$ cat config.mk
export PLATFORM = sky130hd
export DESIGN_NAME = ps2_mouse_cursor_tracker
export DESIGN_NICKNAME = d
export VERILOG_FILES = /design/src/ps2mct_pkg.sv /design/src/ps2_mouse_cursor_tracker.sv
export SDC_FILE = /design/constraint.sdc
export NUM_CORES = 1
export LEC_CHECK = 0
export ABC_CLOCK_PERIOD_IN_PS = 14600
export BUFFER_PORTS_ARGS = -buffer_cell sky130_fd_sc_hd__buf_4
export CAP_MARGIN = 20
export CORE_UTILIZATION = 35
export CTS_CLUSTER_SIZE = 16
export DETAILED_ROUTE_END_ITERATION = 7
export GPL_TIMING_DRIVEN = 0
export PLACE_DENSITY = 0.6
export SLEW_MARGIN = 5
export SYNTH_ARGS = -nofsm -noshare
export SYNTH_HDL_FRONTEND = slang
export SYNTH_SLANG_ARGS = --single-unit
$ cat constraint.sdc
create_clock -name clk -period 14.6 [get_ports clk]
set_input_delay 2.92 -clock clk [delete_from_list [all_inputs] [get_ports clk]]
set_output_delay 2.92 -clock clk [all_outputs]
set_load 0.005 [all_outputs]
$ cat src/ps2mct_pkg.sv
package ps2mct_pkg;

	// Byte phase codes
	localparam logic [1:0] PHASE_HEADER = 2'd0;
	localparam logic [1:0] PHASE_X      = 2'd1;
	localparam logic [1:0] PHASE_Y      = 2'd2;

	// Configuration register indexes
	localparam int CFG_IDX_W = 2;
	localparam logic [CFG_IDX_W-1:0] REG_SCREEN_WIDTH  = 2'd0;
	localparam logic [CFG_IDX_W-1:0] REG_SCREEN_HEIGHT = 2'd1;

	localparam int SIZE_W = 13;
	localparam int POS_W  = 12;
	localparam int BYTE_W = 8;

	localparam int CURSOR_MARGIN = 17;
	localparam int MOVE_DIVISOR  = 10;

	// Header byte bits
	localparam logic [BYTE_W-1:0] HDR_ACK = 8'hFA;
	localparam int HDR_LEFT_BIT   = 0;
	localparam int HDR_RIGHT_BIT  = 1;
	localparam int HDR_MIDDLE_BIT = 2;
	localparam int HDR_ONE_BIT    = 3;
	localparam int HDR_XSIGN_BIT  = 4;
	localparam int HDR_YSIGN_BIT  = 5;
	localparam int HDR_XOVF_BIT   = 6;
	localparam int HDR_YOVF_BIT   = 7;

	localparam logic [SIZE_W-1:0] WIDTH_RESET  = 13'd1024;
	localparam logic [SIZE_W-1:0] HEIGHT_RESET = 13'd768;
	localparam logic [POS_W-1:0]  POS_X_RESET  = 12'd512;
	localparam logic [POS_W-1:0]  POS_Y_RESET  = 12'd384;

	// Reciprocal for the constant divide; exact for magnitudes up to 256
	localparam int RECIP_SHIFT = 17;
	localparam int RECIP       = (2**RECIP_SHIFT + MOVE_DIVISOR - 1) / MOVE_DIVISOR;
	localparam int RECIP_W     = RECIP_SHIFT + 1;
	localparam int MAG_W       = 9;
	localparam int MOVE_W      = MAG_W + 1;
	localparam int SUM_W       = POS_W + 2;

	typedef logic signed [MOVE_W-1:0] move_t;

	// Sign-extend a movement byte to nine bits and divide, truncating toward zero
	function automatic move_t move_div(input logic [BYTE_W-1:0] b, input logic neg);
		logic [MAG_W-1:0]         mag;
		logic [RECIP_W+MAG_W-1:0] prod;
		logic [MAG_W-1:0]         q;
		move_t                    sq;
		mag  = neg ? MAG_W'(9'd256 - {1'b0, b}) : {1'b0, b};
		prod = (RECIP_W + MAG_W)'(mag) * (RECIP_W + MAG_W)'(RECIP);
		q    = prod[RECIP_SHIFT +: MAG_W];
		sq   = $signed({1'b0, q});
		return neg ? -sq : sq;
	endfunction

	// Screen size minus margin, saturated to the position range
	function automatic logic [POS_W-1:0] axis_limit(input logic [SIZE_W-1:0] size);
		logic signed [SUM_W-1:0] diff;
		diff = $signed({1'b0, size}) - SUM_W'(CURSOR_MARGIN);
		if (diff < 0)
			return '0;
		else if (diff > $signed(SUM_W'(2**POS_W - 1)))
			return '1;
		else
			return diff[POS_W-1:0];
	endfunction

	function automatic logic [POS_W-1:0] clamp_pos(input logic signed [SUM_W-1:0] v,
		input logic [POS_W-1:0] lim);
		if (v < 0)
			return '0;
		else if (v > $signed({2'b00, lim}))
			return lim;
		else
			return v[POS_W-1:0];
	endfunction

endpackage

$ cat src/ps2_mouse_cursor_tracker.sv
// PS/2 mouse cursor tracker.
// Input channel (in_valid / in_stall / rx_byte): one byte of the mouse stream
// per request. Bytes are grouped as header, X movement, Y movement; a header
// that is an ACK, lacks its always-one bit or flags an overflow is dropped.
// Output channel (out_valid / out_stall): one request per complete packet with
// the clamped cursor position and the left, right and middle button bits.
// Configuration (cfg_valid / cfg_ready / cfg_index / cfg_data): screen width
// at index 0, screen height at index 1; cfg_ready is always high.
// A Y byte passes from the input register to the result register, where its
// result shows. Throughput: one byte per cycle while no Y byte waits on a held
// result, set by the single pass from the input register to the result register.
// Reset clears the packet phase, puts the cursor at 512/384 and the screen at
// 1024x768. While out_stall holds a result, header and X bytes keep flowing;
// a Y byte waits in the input register and in_stall rises until the result
// register is taken.
module ps2_mouse_cursor_tracker (
	input  logic                                clk,
	input  logic                                arst_n,
	input  logic                                in_valid,
	output logic                                in_stall,
	input  logic [ps2mct_pkg::BYTE_W-1:0]       rx_byte,
	output logic                                out_valid,
	input  logic                                out_stall,
	output logic [ps2mct_pkg::POS_W-1:0]        cursor_x,
	output logic [ps2mct_pkg::POS_W-1:0]        cursor_y,
	output logic                                left_button,
	output logic                                right_button,
	output logic                                middle_button,
	input  logic                                cfg_valid,
	output logic                                cfg_ready,
	input  logic [ps2mct_pkg::CFG_IDX_W-1:0]    cfg_index,
	input  logic [ps2mct_pkg::SIZE_W-1:0]       cfg_data
);
	import ps2mct_pkg::*;

	// Input register
	logic              valid_s1;
	logic [BYTE_W-1:0] byte_s1;

	// Packet and cursor state
	logic [1:0]        phase_q;
	logic [BYTE_W-1:0] header_q;
	logic [BYTE_W-1:0] xbyte_q;
	logic [POS_W-1:0]  pos_x_q;
	logic [POS_W-1:0]  pos_y_q;
	logic [SIZE_W-1:0] width_q;
	logic [SIZE_W-1:0] height_q;

	// Result register
	logic              out_valid_q;
	logic [POS_W-1:0]  cursor_x_q;
	logic [POS_W-1:0]  cursor_y_q;
	logic [2:0]        buttons_q;

	logic              advance;
	logic              accept;
	logic              emit;
	logic              header_ok;
	move_t             dx;
	move_t             dy;
	logic [SUM_W-1:0]  sum_x;
	logic [SUM_W-1:0]  sum_y;
	logic [POS_W-1:0]  next_x;
	logic [POS_W-1:0]  next_y;

	assign cfg_ready = 1'b1;

	// A Y byte needs the result register free or draining this cycle
	assign emit     = valid_s1 && (phase_q == PHASE_Y);
	assign advance  = valid_s1 && (!emit || !out_valid_q || !out_stall);
	assign in_stall = valid_s1 && !advance;
	assign accept   = in_valid && !in_stall;

	assign header_ok = (byte_s1 != HDR_ACK) && byte_s1[HDR_ONE_BIT]
		&& !byte_s1[HDR_XOVF_BIT] && !byte_s1[HDR_YOVF_BIT];

	// Movement, divide, move and clamp in one pass
	always_comb begin
		dx     = move_div(xbyte_q, header_q[HDR_XSIGN_BIT]);
		dy     = move_div(byte_s1, header_q[HDR_YSIGN_BIT]);
		sum_x  = SUM_W'($signed({2'b00, pos_x_q}) + SUM_W'(dx));
		sum_y  = SUM_W'($signed({2'b00, pos_y_q}) - SUM_W'(dy));
		next_x = clamp_pos($signed(sum_x), axis_limit(width_q));
		next_y = clamp_pos($signed(sum_y), axis_limit(height_q));
	end

	always_ff @(posedge clk or negedge arst_n) begin
		if (!arst_n) begin
			valid_s1 <= 1'b0;
		end else if (accept) begin
			valid_s1 <= 1'b1;
		end else if (advance) begin
			valid_s1 <= 1'b0;
		end
	end

	always_ff @(posedge clk) begin
		if (accept) begin
			byte_s1 <= rx_byte;
		end
	end

	// Configuration writes; indexes beyond the list are ignored
	always_ff @(posedge clk or negedge arst_n) begin
		if (!arst_n) begin
			width_q  <= WIDTH_RESET;
			height_q <= HEIGHT_RESET;
		end else if (cfg_valid && cfg_ready) begin
			case (cfg_index)
				REG_SCREEN_WIDTH:  width_q  <= cfg_data;
				REG_SCREEN_HEIGHT: height_q <= cfg_data;
				default: ;
			endcase
		end
	end

	// Packet sequencing
	always_ff @(posedge clk or negedge arst_n) begin
		if (!arst_n) begin
			phase_q  <= PHASE_HEADER;
			header_q <= '0;
			xbyte_q  <= '0;
			pos_x_q  <= POS_X_RESET;
			pos_y_q  <= POS_Y_RESET;
		end else if (advance) begin
			case (phase_q)
				PHASE_X: begin
					xbyte_q <= byte_s1;
					phase_q <= PHASE_Y;
				end
				PHASE_Y: begin
					pos_x_q <= next_x;
					pos_y_q <= next_y;
					phase_q <= PHASE_HEADER;
				end
				default: begin
					// header phase; drop a bad header and keep waiting
					if (header_ok) begin
						header_q <= byte_s1;
						phase_q  <= PHASE_X;
					end else begin
						phase_q  <= PHASE_HEADER;
					end
				end
			endcase
		end
	end

	// Result register: load on a Y byte, clear once taken
	always_ff @(posedge clk or negedge arst_n) begin
		if (!arst_n) begin
			out_valid_q <= 1'b0;
		end else if (advance && emit) begin
			out_valid_q <= 1'b1;
		end else if (!out_stall) begin
			out_valid_q <= 1'b0;
		end
	end

	always_ff @(posedge clk) begin
		if (advance && emit) begin
			cursor_x_q <= next_x;
			cursor_y_q <= next_y;
			buttons_q  <= {header_q[HDR_MIDDLE_BIT], header_q[HDR_RIGHT_BIT],
				header_q[HDR_LEFT_BIT]};
		end
	end

	assign out_valid     = out_valid_q;
	assign cursor_x      = cursor_x_q;
	assign cursor_y      = cursor_y_q;
	assign left_button   = buttons_q[0];
	assign right_button  = buttons_q[1];
	assign middle_button = buttons_q[2];

endmodule

==> results.yml, run 1 <==
worst_setup_path:
  cpMaxStageDelayCell: "fa_1"
  crit_top_cell: "ha_1"
  crit_arrival_ns: 10.43
  cp-start-kind: "flop"
  crit_type: "flop to flop"
  max_stage_delay_ns: 0.54
  r2r-end: "cursor_y[5]"
  path_max_fanout: 10
  crit_required_ns: 14.71
  reg2regPathDepth: 38
  reg2reg_slack_ns: 4.28
  critPathCaptureType: "flop"
  rr_startpoint: "header_q[5]"
drt:
  drc: 0
  vias_per_cell: 4.953
  first_iter_violations: 362
  wl_per_cell_um: 14.39
  wl_mm: 21.63
  first_pass_iters: 5
  ant_nets: 0
  via_count: 7444
timing:
  rsz0062_at_grt: "no"
  slew-limit-headroom: 0.4022
  tns_ns: 0
  min_period_ns: 10.32
  final-hold-violation-count: 0
  tightestPinTransition_ns: 0.8967
  fmax_mhz: 96.91
  report.final.slew_viol_count: 0
  fin_crit_sh: 0.7068
  clock-skew-final_ns: 0.01210
  setup_viol: 0
clock_tree:
  cts_buffer_depth: 2
  cts_made_buffers: 9
  cts.sinks: 102
  htreeDepth: 3
  cts_hold_buf: 0
  cts_resized: 0
  clk_pin_slew_ns: 0.08
  clkLatencyLatePin_ns: 0.37
  ctsRootBufferMaster: "clkbuf_16"
  cts_setup_buffers: 0
  cts_tree: "yes"
floorplan:
  ios: 58
  die_w_um: 170.8
  rows: 61
  core-area_mm2: 0.02793
  die_y_um: 170.8
  start_util: 0.3568
  dieArea_mm2: 0.02916
global_routing:
  antenna_found_initial: 0
  grt_max_degree: 68
  grt_pass1_vias: 7522
  gr-total-overflow: 0
  grt_pass1_wl_mm: 36.79
  grtUsageTotal: 0.1583
synth:
  synthTopCellsByArea: "ha_1 19%, dfrtp_1 15%, edfxtp_1 11%, fa_1 8.4%, inv_1 5.3%"
  yosysSeqAreaShare: 0.2744
  yosysWarningCount: 0
  synth_edf_count: 35
  synth_top_area_cell: "ha_1"
  syn_area_mm2: 0.009968
  syn-num-nets: 1273
  syn_avg_cell_area_um2: 9.467
  synthFlopType: "dfrtp_1"
  ys_ff_latch: 102
  synth_top_area_frac: 0.1883
  yosysUniqueCellTypes: 70
  synthCells: 1053
  ys_async_sr_fraction: 0.6569
flow_run:
  drv_cap: 0
outcome:
  status: "finished, final reports clean"
cells_and_area:
  area_delta_synth_final_pct: 12.15
  drive_gt1_frac: 0.1253
  num_antenna_cells: 0
  layout.nets: 1340
min_path:
  holdCritPathClass: "flop to flop"
  min_to: "buttons_q[0]"
  holdPathStages: 0
  min-delay-start: "header_q[0]"
placed_design:
  dp_hpwl_mm: 17.84
  place_congestion: 0.8324
  portBuffers: 56
==> logic make-up (layout without fill, tap and decap cells) <==
family / Yosys count / in the layout / share of synthesized area
muxes: 58 / 58 / 0.06301
DFF: 102 / 102 / 0.2744
and+or+nand+nor: 253 / 253 / 0.1218
other: 1 / 1 / 0.0003762
buffers and inverters: 165 / 237 / 0.06452
xor gates and xnor gates: 75 / 75 / 0.06590
AOI/OAI and AO/OA: 207 / 207 / 0.1374
adders and majority gates: 192 / 192 / 0.2726
==> layout by cell type (no fill, tap or decap), types with 6 or more instances in the layout <==
master and count:
nor2b_1 11, mux2_2 38, xnor2_1 51, clkbuf_16 9, a21oi_1 43, mux2i_1 20, nand4_1 9, or3_1 6
clkbuf_1 14, a21o_1 23, o21ai_0 58, o41ai_1 6, nor3_1 13, dfrtp_1 61, dfstp_2 6, fa_1 42
nand3_1 9, ha_1 150, buf_4 57, and3_1 7, inv_1 139, nor2_1 71, xor2_1 24, nand2_1 76
o21a_1 11, nand2b_1 14, or2_2 6, edfxtp_1 35, and2_1 10
==> routing by layer <==
layer  vias to the layer above  wire length, um  GRT usage
met5                         -                0          0
met4                         0              408    0.04975
met3                        24              661    0.01619
met2                        97            10100     0.2634
met1                      3546            10460     0.2150
li1                       3777                -          -
==> state kept, by name (all words and copies together), names as in the netlist <==
register,count
buttons_q,3
xbyte_q,8
byte_s1,8
out_valid,1
cursor_x,12
pos_y_q,12
height_q,13
pos_x_q,12
valid_s1,1
width_q,13
header_q,5
cursor_y,12
phase_q,2
==> critical path: cells and delay by family (launching register included) <==
| kind | cells | cell delay [ns] |
|---|---|---|
| DFF | 1 | 0.42 |
| AOI/OAI and AO/OA | 12 | 2.46 |
| muxes | 3 | 1.08 |
| and+or+nand+nor | 7 | 1.48 |
| adders and majority gates | 7 | 2.71 |
| xor gates and xnor gates | 3 | 0.66 |
| buffers and inverters | 6 | 1.25 |
==> how the worst max path moves through the flow <==
stage                       end  cells after the start         from
finish              cursor_y[5]                     38  header_q[5]
global route        cursor_y[5]                     38  header_q[5]
CTS                 cursor_y[5]                     38  header_q[5]
detailed placement  cursor_y[5]                     38  header_q[5]
global placement    cursor_y[5]                     41  header_q[5]
floorplan           cursor_y[0]                     40   byte_s1[0]
==> per-stage QoR <==
step                hold WS [ns]  area, um^2  utilization  std cells  worst slack (ns)
floorplan                 0.4194        9968            -       1053             5.518
global placement          0.4359       10860       0.3888       1487             4.366
detailed placement        0.4433       10860       0.3888       1487             4.325
CTS                       0.4625       11170       0.4000       1503             4.268
global route              0.4776       11180       0.4002       1503             3.448
finish                    0.4626       11180       0.4002       1503             4.281
==> cell usage after synthesis, drive strengths merged (4+ instances only) <==
master and n:
a211oi 5, a21o 23, a21oi 43, a22o 4, a31oi 4, and2 11, and3 7, and4 4
buf 10, clkbuf 14, dfrtp 61, dfstp 6, edfxtp 35, fa 42, ha 150, inv 141
mux2 38, mux2i 20, nand2 76, nand2b 14, nand3 9, nand4 9, nor2 71, nor2b 11
nor3 13, nor4 6, o211ai 5, o21a 11, o21ai 61, o21bai 5, o31ai 6, o41ai 6
or2 6, or3 6, or4 4, xnor2 51, xor2 24
==> layout make-up <==
cell class                 count  area (um^2)
fill                        2829        16750
sequential                   102         2735
multi-input combinational    786         6596
timing repair buffer          56        420.4
clock buffer                   9        225.2
clock inverter                 7        86.33
inverter                     141        529.3
buffer                        24        113.9
tap                          378        473.0
Power of run 1 is not shown: default switching activity piles up to over one toggle a cycle in this logic, so the estimate is an artifact.
==> run 2: changes to the inputs <==
Settings changed: ABC_CLOCK_PERIOD_IN_PS 14600 to 10800.
Clock period 14.6 ns to 10.8 ns, I/O delays scaled along.
==> results.yml, run 2 (synthesis gave the netlist of run 1 again) <==
worst_setup_path:
  rr_startpoint: "byte_s1[2]"
  r2r-end: "cursor_y[5]"
  reg2regPathDepth: 41
  crit_required_ns: 10.92
  reg2reg_slack_ns: 0.82
  crit_start: "byte_s1[2]"
  crit_arrival_ns: 10.10
  critPathCaptureType: "flop"
  path_max_fanout: 10
  crit_type: "flop to flop"
  max_stage_delay_ns: 0.55
  cpMaxStageDelayCell: "fa_1"
  cp-start-kind: "flop"
clock_tree:
  ctsRootBufferMaster: "clkbuf_16"
  htreeDepth: 3
  cts_tree: "yes"
  cts_buffer_depth: 2
  cts.sinks: 102
  clkLatencyLatePin_ns: 0.37
  cts_hold_buf: 0
  cts_made_buffers: 9
  clk_pin_slew_ns: 0.08
timing:
  slew-limit-headroom: 0.4054
  tns_ns: 0
  tightestPinTransition_ns: 0.8919
  fmax_mhz: 100.2
  final-hold-violation-count: 0
  setup_viol: 0
  fin_crit_sh: 0.9238
  rsz0062_at_grt: "no"
  report.final.slew_viol_count: 0
  clock-skew-final_ns: 0.01333
  min_period_ns: 9.977
drt:
  first_iter_violations: 362
  ant_nets: 0
  drc: 0
  via_count: 7458
  wl_per_cell_um: 14.45
  vias_per_cell: 4.955
  first_pass_iters: 5
  wl_mm: 21.75
cells_and_area:
  mostFrequentLayoutCells: "150 x ha_1, 139 x inv_1, 76 x nand2_1"
  area_delta_synth_final_pct: 12.75
  drive_gt1_frac: 0.1358
  reg.largest.list: "height_q: 13 flops, width_q: 13 flops"
  num_antenna_cells: 0
  mostFrequentLayoutCell: "ha_1"
  layout.nets: 1342
  fin_cells: 1505
floorplan:
  ios: 58
  start_util: 0.3568
  rows: 61
  dieArea_mm2: 0.02916
  die_y_um: 170.8
  core-area_mm2: 0.02793
  die_w_um: 170.8
flow_run:
  drv_cap: 0
placed_design:
  dp_hpwl_mm: 17.84
  place_inst: 1487
  portBuffers: 56
  place_congestion: 0.8324
global_routing:
  antenna_found_initial: 0
  grt_pass1_wl_mm: 36.79
  gr-total-overflow: 0
  grt_max_degree: 68
  grt_pass1_vias: 7522
  grtUsageTotal: 0.1583
outcome:
  status: "finished, final reports clean"
min_path:
  holdPathStages: 0
  holdCritPathClass: "flop to flop"
  min_to: "buttons_q[0]"
  min-delay-start: "header_q[0]"
-- run 2: cell count changes in the layout (fill, tap and decap cells not counted), sizes merged --
| cell | previous run | this run |
|---|---|---|
| buf | 66 | 68 |
-- run 2: layout make-up --
| cell class | count | area (um^2) |
|---|---|---|
| fill | 2824 | 16690 |
| clock buffer | 9 | 225.2 |
| buffer | 24 | 115.1 |
| multi-input combinational | 786 | 6640 |
| tap | 378 | 473.0 |
| inverter | 141 | 529.3 |
| sequential | 102 | 2735 |
| timing repair buffer | 58 | 435.4 |
| clock inverter | 7 | 86.33 |
-- run 2: metrics by stage --
step	hold slack (ns)	util	area (um^2)	worst slack, ns
after floorplan	0.4194	-	9968	1.718
after CTS	0.4625	0.4000	11170	0.4681
after detailed placement	0.4433	0.3888	10860	0.5253
after global routing	0.4776	0.4024	11240	0.02752
after global placement	0.4359	0.3888	10860	0.5662
final	0.4631	0.4024	11240	0.8228
-- run 2: what timing repair did --
action                     in CTS  in global routing
gates resized for setup         0                 12
setup buffers                   0                  2
setup endpoints to repair       0                 30
-- run 2: how the worst max path moves through the flow --
stage / to / cells after the start
after global placement: cursor_y[5] / 41
after global routing: cursor_y[2] / 41
final: cursor_y[5] / 41
after detailed placement: cursor_y[5] / 38
after floorplan: cursor_y[0] / 40
after CTS: cursor_y[5] / 38
-- run 2: per-layer routing --
layer	routed length [um]	share of wire	track usage
met5	0	0	0
met4	359	0.017	0.04975
met3	672	0.031	0.01619
met2	10290	0.47	0.2634
met1	10430	0.48	0.2150
-- run 2: critical path: cells and delay by family, from the launching register on --
family	cells	cell delay (ns)
AO/OA/AOI/OAI	12	2.30
buffers and inverters	6	0.63
AND/OR/NAND/NOR	10	2.01
adder cells (fa/ha/maj)	7	2.75
XOR/XNOR	3	0.59
flip-flops	1	0.50
multiplexers	3	0.95
Power of run 2 is left out for the same reason.
==> run 3: changes to the inputs <==
Settings changed: ABC_AREA set to 1.
==> results.yml, run 3 <==
outcome:
  status: "finished, final reports clean"
drt:
  via_count: 8971
  first_iter_violations: 528
  first_pass_iters: 5
  vias_per_cell: 4.774
  drc: 0
  wl_mm: 24.83
  wl_per_cell_um: 13.21
  ant_nets: 0
floorplan:
  rows: 64
  die_y_um: 178.5
  die_w_um: 178.5
  ios: 58
  core-area_mm2: 0.03059
  start_util: 0.3565
  dieArea_mm2: 0.03187
synth:
  ys_ff_latch: 102
  yosysUniqueCellTypes: 53
  synth_top_area_cell: "ha_1"
  synth_common_cells: "325 x nand2_1, 260 x inv_1, 150 x ha_1"
  syn_avg_cell_area_um2: 7.729
  synth_edf_count: 35
  yosysMostFrequentCell: "nand2_1"
  synth_top_area_frac: 0.1721
  yosysWarningCount: 0
  synthCells: 1411
  synthFlopType: "dfrtp_1"
  ys_async_sr_fraction: 0.6569
  syn-num-nets: 1631
  syn_area_mm2: 0.01091
  yosysSeqAreaShare: 0.2508
  synthTopCellsByArea: "ha_1 17%, dfrtp_1 14%, nand2_1 11%, edfxtp_1 9.6%, inv_1 8.9%"
placed_design:
  place_congestion: 0.8592
  dp_hpwl_mm: 20.83
  portBuffers: 56
cells_and_area:
  layout.nets: 1698
  mostFrequentLayoutCells: "325 x nand2_1, 260 x inv_1, 150 x ha_1"
  seqCellArea_mm2: 0.002735
  multi_input_area_mm2: 0.006999
  drive_gt1_frac: 0.1045
  mostFrequentLayoutCell: "nand2_1"
  num_antenna_cells: 0
  reg.largest.list: "height_q: 13 flops, width_q: 13 flops"
  n_fill_cell: 3155
  area_delta_synth_final_pct: 11.31
global_routing:
  grt_pass1_wl_mm: 41.98
  grt_pass1_vias: 8850
  grt_max_degree: 68
  gr-total-overflow: 0
  antenna_found_initial: 0
  grtUsageTotal: 0.1650
worst_setup_path:
  reg2reg_slack_ns: 1.85
  cp-start-kind: "flop"
  cp.depth: 41
  cpMaxStageDelayCell: "nor4_1"
  crit_path_end: "cursor_x[6]"
  crit_buf_inv: 10
  critPathCaptureType: "flop"
  crit_required_ns: 10.97
  reg2regPathDepth: 41
  path_max_fanout: 10
  crit_arrival_ns: 9.11
  crit_family: "adder cells"
  max_stage_delay_ns: 0.64
  crit_start: "header_q[4]"
  crit_type: "flop to flop"
  rr_startpoint: "header_q[4]"
  r2r-end: "cursor_x[6]"
timing:
  setup_viol: 0
  report.final.slew_viol_count: 0
  tightestPinTransition_ns: 0.8972
  tns_ns: 0
  final-hold-violation-count: 0
  fin_crit_sh: 0.8283
  fmax_mhz: 111.8
  clock-skew-final_ns: 0.01762
  slew-limit-headroom: 0.4018
  min_period_ns: 8.946
  rsz0062_at_grt: "no"
clock_tree:
  cts.sinks: 102
  cts_resized: 0
  cts_made_buffers: 9
  cts_tree: "yes"
  htreeDepth: 3
  clkLatencyLatePin_ns: 0.36
  cts_setup_buffers: 0
  clk_pin_slew_ns: 0.08
  cts_hold_buf: 0
  ctsRootBufferMaster: "clkbuf_16"
  cts_buffer_depth: 2
flow_run:
  drv_cap: 0
min_path:
  holdCritPathClass: "flop to flop"
run 3: changes by cell type after synthesis, moves of 35 or more:
cell / change
xnor2_1: -35
mux2_2: -38
inv_1: +120
nand3_1: +52
nand2_1: +249
run 3: final cells by class:
cell class | count | area share
inverter | 270 | 0.08349
buffer | 25 | 0.01299
multi-input combinational | 1014 | 0.5766
tap | 396 | 0.04082
clock buffer | 10 | 0.02061
timing repair buffer | 56 | 0.03463
sequential | 102 | 0.2253
clock inverter | 6 | 0.005566
run 3: logic make-up (layout without fill, tap and decap cells):
family                     Yosys count  after routing  share of synthesized area
AOI/OAI and AO/OA                  190            190                    0.09626
xor gates and xnor gates            64             64                    0.05140
adders and majority gates          192            192                     0.2492
buffers and inverters              295            367                     0.1074
DFF                                102            102                     0.2508
other                                1              1                  0.0003439
and+or+nand+nor                    567            567                     0.2446
run 3: metrics by stage:
step	std cells	utilization	hold WS (ns)	cell area (um^2)	setup WS [ns]
after floorplan	1411	-	0.4253	10910	3.006
after global placement	1863	0.3865	0.4384	11820	1.981
after detailed placement	1863	0.3865	0.4388	11820	1.918
after CTS	1879	0.3968	0.4620	12140	1.890
after global routing	1879	0.3968	0.4805	12140	1.122
final	1879	0.3968	0.4629	12140	1.854
run 3: routing by layer:
metal  wire length, um  up-vias  global-route usage
met5                 0        -                   0
li1                  -     4674                   -
met3               504       22             0.01556
met4               312        0             0.03672
met2             11550       95              0.2760
met1             12460     4180              0.2288
run 3: how the worst min path moves through the flow:
stage / from / endpoint / slack (ns) / cells after the start
final: header_q[0] / buttons_q[0] / 0.46 / 0
after floorplan: header_q[0] / buttons_q[0] / 0.43 / 0
after CTS: header_q[0] / buttons_q[0] / 0.46 / 0
after global placement: header_q[1] / buttons_q[1] / 0.44 / 0
after detailed placement: header_q[1] / buttons_q[1] / 0.44 / 0
after global routing: header_q[2] / buttons_q[2] / 0.48 / 0
Power of run 3 is left out for the same reason.
